<file path="config.mk">
export PLATFORM = sky130hd
export DESIGN_NAME = fgm_ctrl
export DESIGN_NICKNAME = d
export VERILOG_FILES = /design/src/hdl/fgm_pkg.sv /design/src/hdl/fgm_ctrl.sv
export SDC_FILE = /design/constraint.sdc
export NUM_CORES = 1
export LEC_CHECK = 0
export BUFFER_PORTS_ARGS = -buffer_cell sky130_fd_sc_hd__buf_2
export CAP_MARGIN = 20
export CORE_MARGIN = 2
export CORE_UTILIZATION = 51
export DETAILED_ROUTE_END_ITERATION = 6
export PLACE_DENSITY = 0.83
export SLEW_MARGIN = 20
export SYNTH_ARGS = -nofsm -noshare
export SYNTH_HDL_FRONTEND = slang
export SYNTH_SLANG_ARGS = --single-unit
</file>
<file path="constraint.sdc">
create_clock -name clock -period 3.8 [get_ports clock]
set_input_delay 0.57 -clock clock [delete_from_list [all_inputs] [get_ports clock]]
set_output_delay 0.57 -clock clock [all_outputs]
set_load 0.01 [all_outputs]
</file>
<file path="src/hdl/fgm_pkg.sv">
// Shared types and constants of the feature gallery matcher.
// Used by the controller, the datapath and the top level; depends on nothing.
`default_nettype none
package fgm_pkg;

   localparam int DIST_W = 40;
   localparam logic [DIST_W-1:0] DIST_MAX = {DIST_W{1'b1}};
   localparam logic [4:0] LIMIT_RESET = 5'd16;

   // request types
   localparam logic [1:0] REQ_SEARCH = 2'd0;
   localparam logic [1:0] REQ_UPDATE = 2'd1;
   localparam logic [1:0] REQ_CLEAR  = 2'd2;
   localparam logic [1:0] REQ_UNUSED = 2'd3;

   // configuration register indexes
   localparam logic [1:0] CSR_MATCH   = 2'd0;
   localparam logic [1:0] CSR_NOVELTY = 2'd1;
   localparam logic [1:0] CSR_LIMIT   = 2'd2;

   // result kinds
   localparam logic KIND_SEARCH = 1'b0;
   localparam logic KIND_UPDATE = 1'b1;

   // controller to datapath commands
   typedef struct packed {
      logic accept;
      logic mac_issue;
      logic min_step;
      logic decide;
      logic copy_issue;
      logic commit;
      logic emit;
   } cmd_type;

   // datapath to controller status
   typedef struct packed {
      logic acc_elem;
      logic acc_mac;
      logic acc_last;
      logic cur_update;
      logic cur_last_cand;
      logic add_ok;
      logic out_free;
   } status_type;

endpackage
`default_nettype wire

</file>
<file path="src/hdl/fgm_ctrl.sv">
// Controller state machine of the feature gallery matcher.
// Sequences accept, MAC pass, min pass, decision, copy and emit; uses fgm_pkg.
`default_nettype none
module fgm_ctrl #(
   parameter int GALLERY_DEPTH = 16,
   parameter int FEATURE_DIM   = 128,
   parameter int CW            = 8
) (
   input  wire logic                 clock,
   input  wire logic                 reset,
   input  wire logic                 req_valid,
   output logic                      req_stall,
   input  wire fgm_pkg::status_type  status,
   output fgm_pkg::cmd_type          cmd,
   output logic [CW-1:0]             cmd_index
);

   typedef enum logic [5:0] {
      ST_IDLE   = 6'b000001,
      ST_MAC    = 6'b000010,
      ST_MINS   = 6'b000100,
      ST_DECIDE = 6'b001000,
      ST_COPY   = 6'b010000,
      ST_EMIT   = 6'b100000
   } state_type;

   localparam logic [CW-1:0] DEPTH_C    = CW'(GALLERY_DEPTH);
   localparam logic [CW-1:0] MAC_LAST   = CW'(GALLERY_DEPTH + 1);
   localparam logic [CW-1:0] MIN_LAST   = CW'(GALLERY_DEPTH - 1);
   localparam logic [CW-1:0] DIM_C      = CW'(FEATURE_DIM);

   state_type     state_ff, state_in;
   logic [CW-1:0] cnt_ff, cnt_in;
   logic          last_ff, last_in;

   assign req_stall = (state_ff != ST_IDLE);
   assign cmd_index = cnt_ff;

   // next state and commands
   always_comb begin
      state_in = state_ff;
      cnt_in   = cnt_ff;
      last_in  = last_ff;
      cmd      = '0;
      unique case (state_ff)
         ST_IDLE: begin
            cnt_in = '0;
            if (req_valid) begin
               cmd.accept = 1'b1;
               last_in    = status.acc_last;
               if (status.acc_elem && status.acc_mac) begin
                  state_in = ST_MAC;
               end else if (status.acc_elem && status.acc_last) begin
                  state_in = ST_MINS;
               end
            end
         end
         ST_MAC: begin
            cmd.mac_issue = (cnt_ff < DEPTH_C);
            cnt_in = cnt_ff + 1'b1;
            if (cnt_ff == MAC_LAST) begin
               cnt_in   = '0;
               state_in = last_ff ? ST_MINS : ST_IDLE;
            end
         end
         ST_MINS: begin
            cmd.min_step = 1'b1;
            cnt_in = cnt_ff + 1'b1;
            if (cnt_ff == MIN_LAST) begin
               cnt_in   = '0;
               state_in = ST_DECIDE;
            end
         end
         ST_DECIDE: begin
            cmd.decide = 1'b1;
            if (status.cur_update) begin
               state_in = status.add_ok ? ST_COPY : ST_EMIT;
            end else begin
               state_in = status.cur_last_cand ? ST_EMIT : ST_IDLE;
            end
         end
         ST_COPY: begin
            cmd.copy_issue = (cnt_ff < DIM_C);
            cnt_in = cnt_ff + 1'b1;
            if (cnt_ff == DIM_C) begin
               cmd.commit = 1'b1;
               cnt_in     = '0;
               state_in   = ST_EMIT;
            end
         end
         ST_EMIT: begin
            if (status.out_free) begin
               cmd.emit = 1'b1;
               state_in = ST_IDLE;
            end
         end
         default: state_in = ST_IDLE;
      endcase
   end

   always_ff @(posedge clock) begin
      if (reset) begin
         state_ff <= ST_IDLE;
         cnt_ff   <= '0;
         last_ff  <= 1'b0;
      end else begin
         state_ff <= state_in;
         cnt_ff   <= cnt_in;
         last_ff  <= last_in;
      end
   end

endmodule
`default_nettype wire

</file>
==> summary.md <==
* die width: 47.77 um
* Total Nets Final: 163
* synthesis warning total: 0
* quantity of gates resized following cts: 0
* CP max FO: 7
* RR Endpoint: state_ff[5]
* overall power of the completed layout: 482.8 uW
* maximum count of clock buffers along a single path: 2
* initial core utilization: 55.39%
* die extent in y: 47.77 um
* aggregate global routing overflow: 0
* fraction of registers with async set or reset after synthesis: 0%
* number of cells on the worst hold path: 2
* Post-CTS Setup Inserts: 0
* critical setup path kind: register to output port
* critical path launch point type: register
* number of global-route vias before repair: 846
* CTS sink cnt: 15
* remaining number of nets flagged by the antenna check after routing: 0
* status: complete, no violations
* Layout Cells excl Fill: 174
* Worst Hold Class: register to register
* HPWL after DPL: 1717 um
* Vias/cell: 5.609
* clock edge transition at the registers on the reported setup and hold paths: 0.10 ns
* Worst IR Drop VDD: 0.2460 mV
* maximum number of pins on one net before global-route repair: 20
* register bit count reported by yosys: 15
* wire length of the first global-routing pass: 3539 um
* EDFF count, synth: 0
* cell row count: 15
* post-route standard cell area excluding fillers: 1146 um^2
* Critical R2R Launch: cmd_index[5]
* post-detailed-routing wire length: 2308 um
* Post-Place Worst Slack: 1.519 ns
* synthesis-to-finish area growth: 17.29%
* I/O pin count: 26
* Final Setup Violations: 0
* number of slew-limit violations in the final report: 0
* number of iterations in the first detailed-routing pass: 5
* number of diodes added for antenna fixing: 0
* Mapped Cells: 123
* number of buffers created by CTS: 3
* number of maximum-capacitance violations: 0
* required time worst endpoint: 3.23 ns
* final worst setup slack: 1.293 ns
* R2R Setup Slk: 1.46 ns
* crit share post-route: 65.98%
* area of the placeable core: 1764 um^2
* TritonCTS clock tree: done
* final clock skew: 0.008249 ns
* WHS Endpoint: cmd_index[1]
* DRC errors left: 0
* pwr dens: 421.3 nW/um^2
* Hold Fails Final Rpt: 0
* top library cells by usage in the layout, fill and taps aside: buf_2, nor2_1, dfxtp_1, nand2_1, a21oi_1
* violation count after the first detailed-route iteration: 18
* leading cell type in the layout, fill and taps excluded: buf_2
* placed cell area: 1119 um^2
* Register-to-Register Path Depth: 5
* Max Freq: 398.9 MHz
* net count after synthesis: 136
* Routability Congestion: 0.8389
* Critical Path AT: 1.94 ns
* most used flip-flop cell after synthesis: dfxtp_1
* setup repair after global routing missed its margin: false
* Placed Instances: 170
* library cells used by synthesis: 41
* number of antenna violations at the first check in global routing: 0
* share of layout cells above drive strength 1: 27.52%
* overall routing resource usage: 21.96%
* Worst Min Path Start: cmd_index[1]
* normalized max-slew margin: 55.92%
* synthesized area per cell: 7.945 um^2
* area of the die: 2282 um^2
* sequential fraction of the synthesis area: 30.73%
* kind of end point of the critical path: output port
* Fillers: 157
* measured slew at the worst slew-check pin: 0.6551 ns
* Min Clock Period, post-route: 2.507 ns
* post-DR wirelength/cell: 13.26 um
* cts-stage hold buffer count: 0
* latest clock arrival within the worst-skew pair: 0.29 ns
* leakage power total: 0.5032 nW
* Root Buffer Master: clkbuf_4
* count of H-tree levels built during CTS: 1
* Via Count: 976
* Setup Total Neg Slack: 0 ns
* input/output buffers: 25
* total standard cell area after synthesis: 977.2 um^2
stage by stage:
step	util, %	hold slack (ns)
final	64.96	0.5233
after global routing	64.96	0.5618
after CTS	64.96	0.5249
after detailed placement	63.40	0.5107
after global placement	63.40	0.4930
after floorplan	-	0.4841
logic make-up after synthesis:
logic type                 after synthesis  synth area share, %
adders and majority gates                3                3.842
muxes                                    3                3.073
DFF                                     15                30.73
AOI/OAI and AO/OA                       29                20.23
and+or+nand+nor                         63                37.39
buffers and inverters                    9                3.841
xor gates and xnor gates                 1               0.8965
how the worst max path moves through the flow:
stage,from,endpoint,slack (ns),depth (start not counted)
CTS,state_ff[4],cmd[4],1.31,3
floorplan,cmd_index[5],state_ff[5],1.61,5
global route,state_ff[4],cmd[4],1.22,3
detailed placement,cmd_index[5],state_ff[5],1.52,5
finish,state_ff[0],cmd[4],1.29,3
global placement,cmd_index[5],state_ff[5],1.56,5
Yosys cell counts (2+ instances only):
cell type / n / area, um^2
nor2_1: 15 / 56.30
o21ai_0: 3 / 15.01
and2_1: 5 / 31.28
or2_2: 2 / 12.51
nand3_1: 2 / 10.01
nor2b_1: 6 / 37.54
a211oi_1: 2 / 15.01
dfxtp_1: 15 / 300.3
a21oi_1: 9 / 45.04
or4b_2: 2 / 20.02
o211ai_1: 2 / 15.01
ha_1: 3 / 37.54
mux2i_1: 3 / 30.03
inv_1: 6 / 22.52
nand2_1: 12 / 45.04
nand3b_1: 3 / 22.52
o22ai_1: 6 / 37.54
nor3_1: 3 / 15.01
nand2b_1: 2 / 12.51
critical path: stages, from the launching register on:
cell and delay, ns:
dfxtp_1 0.37, or4b_2 0.64, nor3_1 0.40, buf_2 0.23
cell type report:
| class | count | area, um^2 | area share [%] |
|---|---|---|---|
| multi-input cells | 99 | 639.4 | 55.79 |
| flip-flops and latches | 15 | 300.3 | 26.20 |
| clock inverters | 1 | 5.005 | 0.4367 |
| repair buffers | 25 | 125.1 | 10.92 |
| well taps | 25 | 31.28 | 2.729 |
| inverters | 6 | 22.52 | 1.965 |
| clock buffers | 3 | 22.52 | 1.965 |
report_power, final:
group | switching, mW | internal [mW]
combinational | 0.110 | 0.0856
clock | 0.0566 | 0.0391
sequential | 0.0194 | 0.172
per-layer routing:
layer	track usage [%]	routed length (um)	vias up
met5	0	0	-
met4	6.486	22	0
met3	3.396	107	4
met2	40.00	1183	29
met1	26.33	995	443
li1	-	-	500
registers in the layout, summed over array words and instances (netlist names):
name	flops
last_ff	1
cmd_index	8
state_ff	6
No activity file was read; power rests on OpenSTA's default activity.
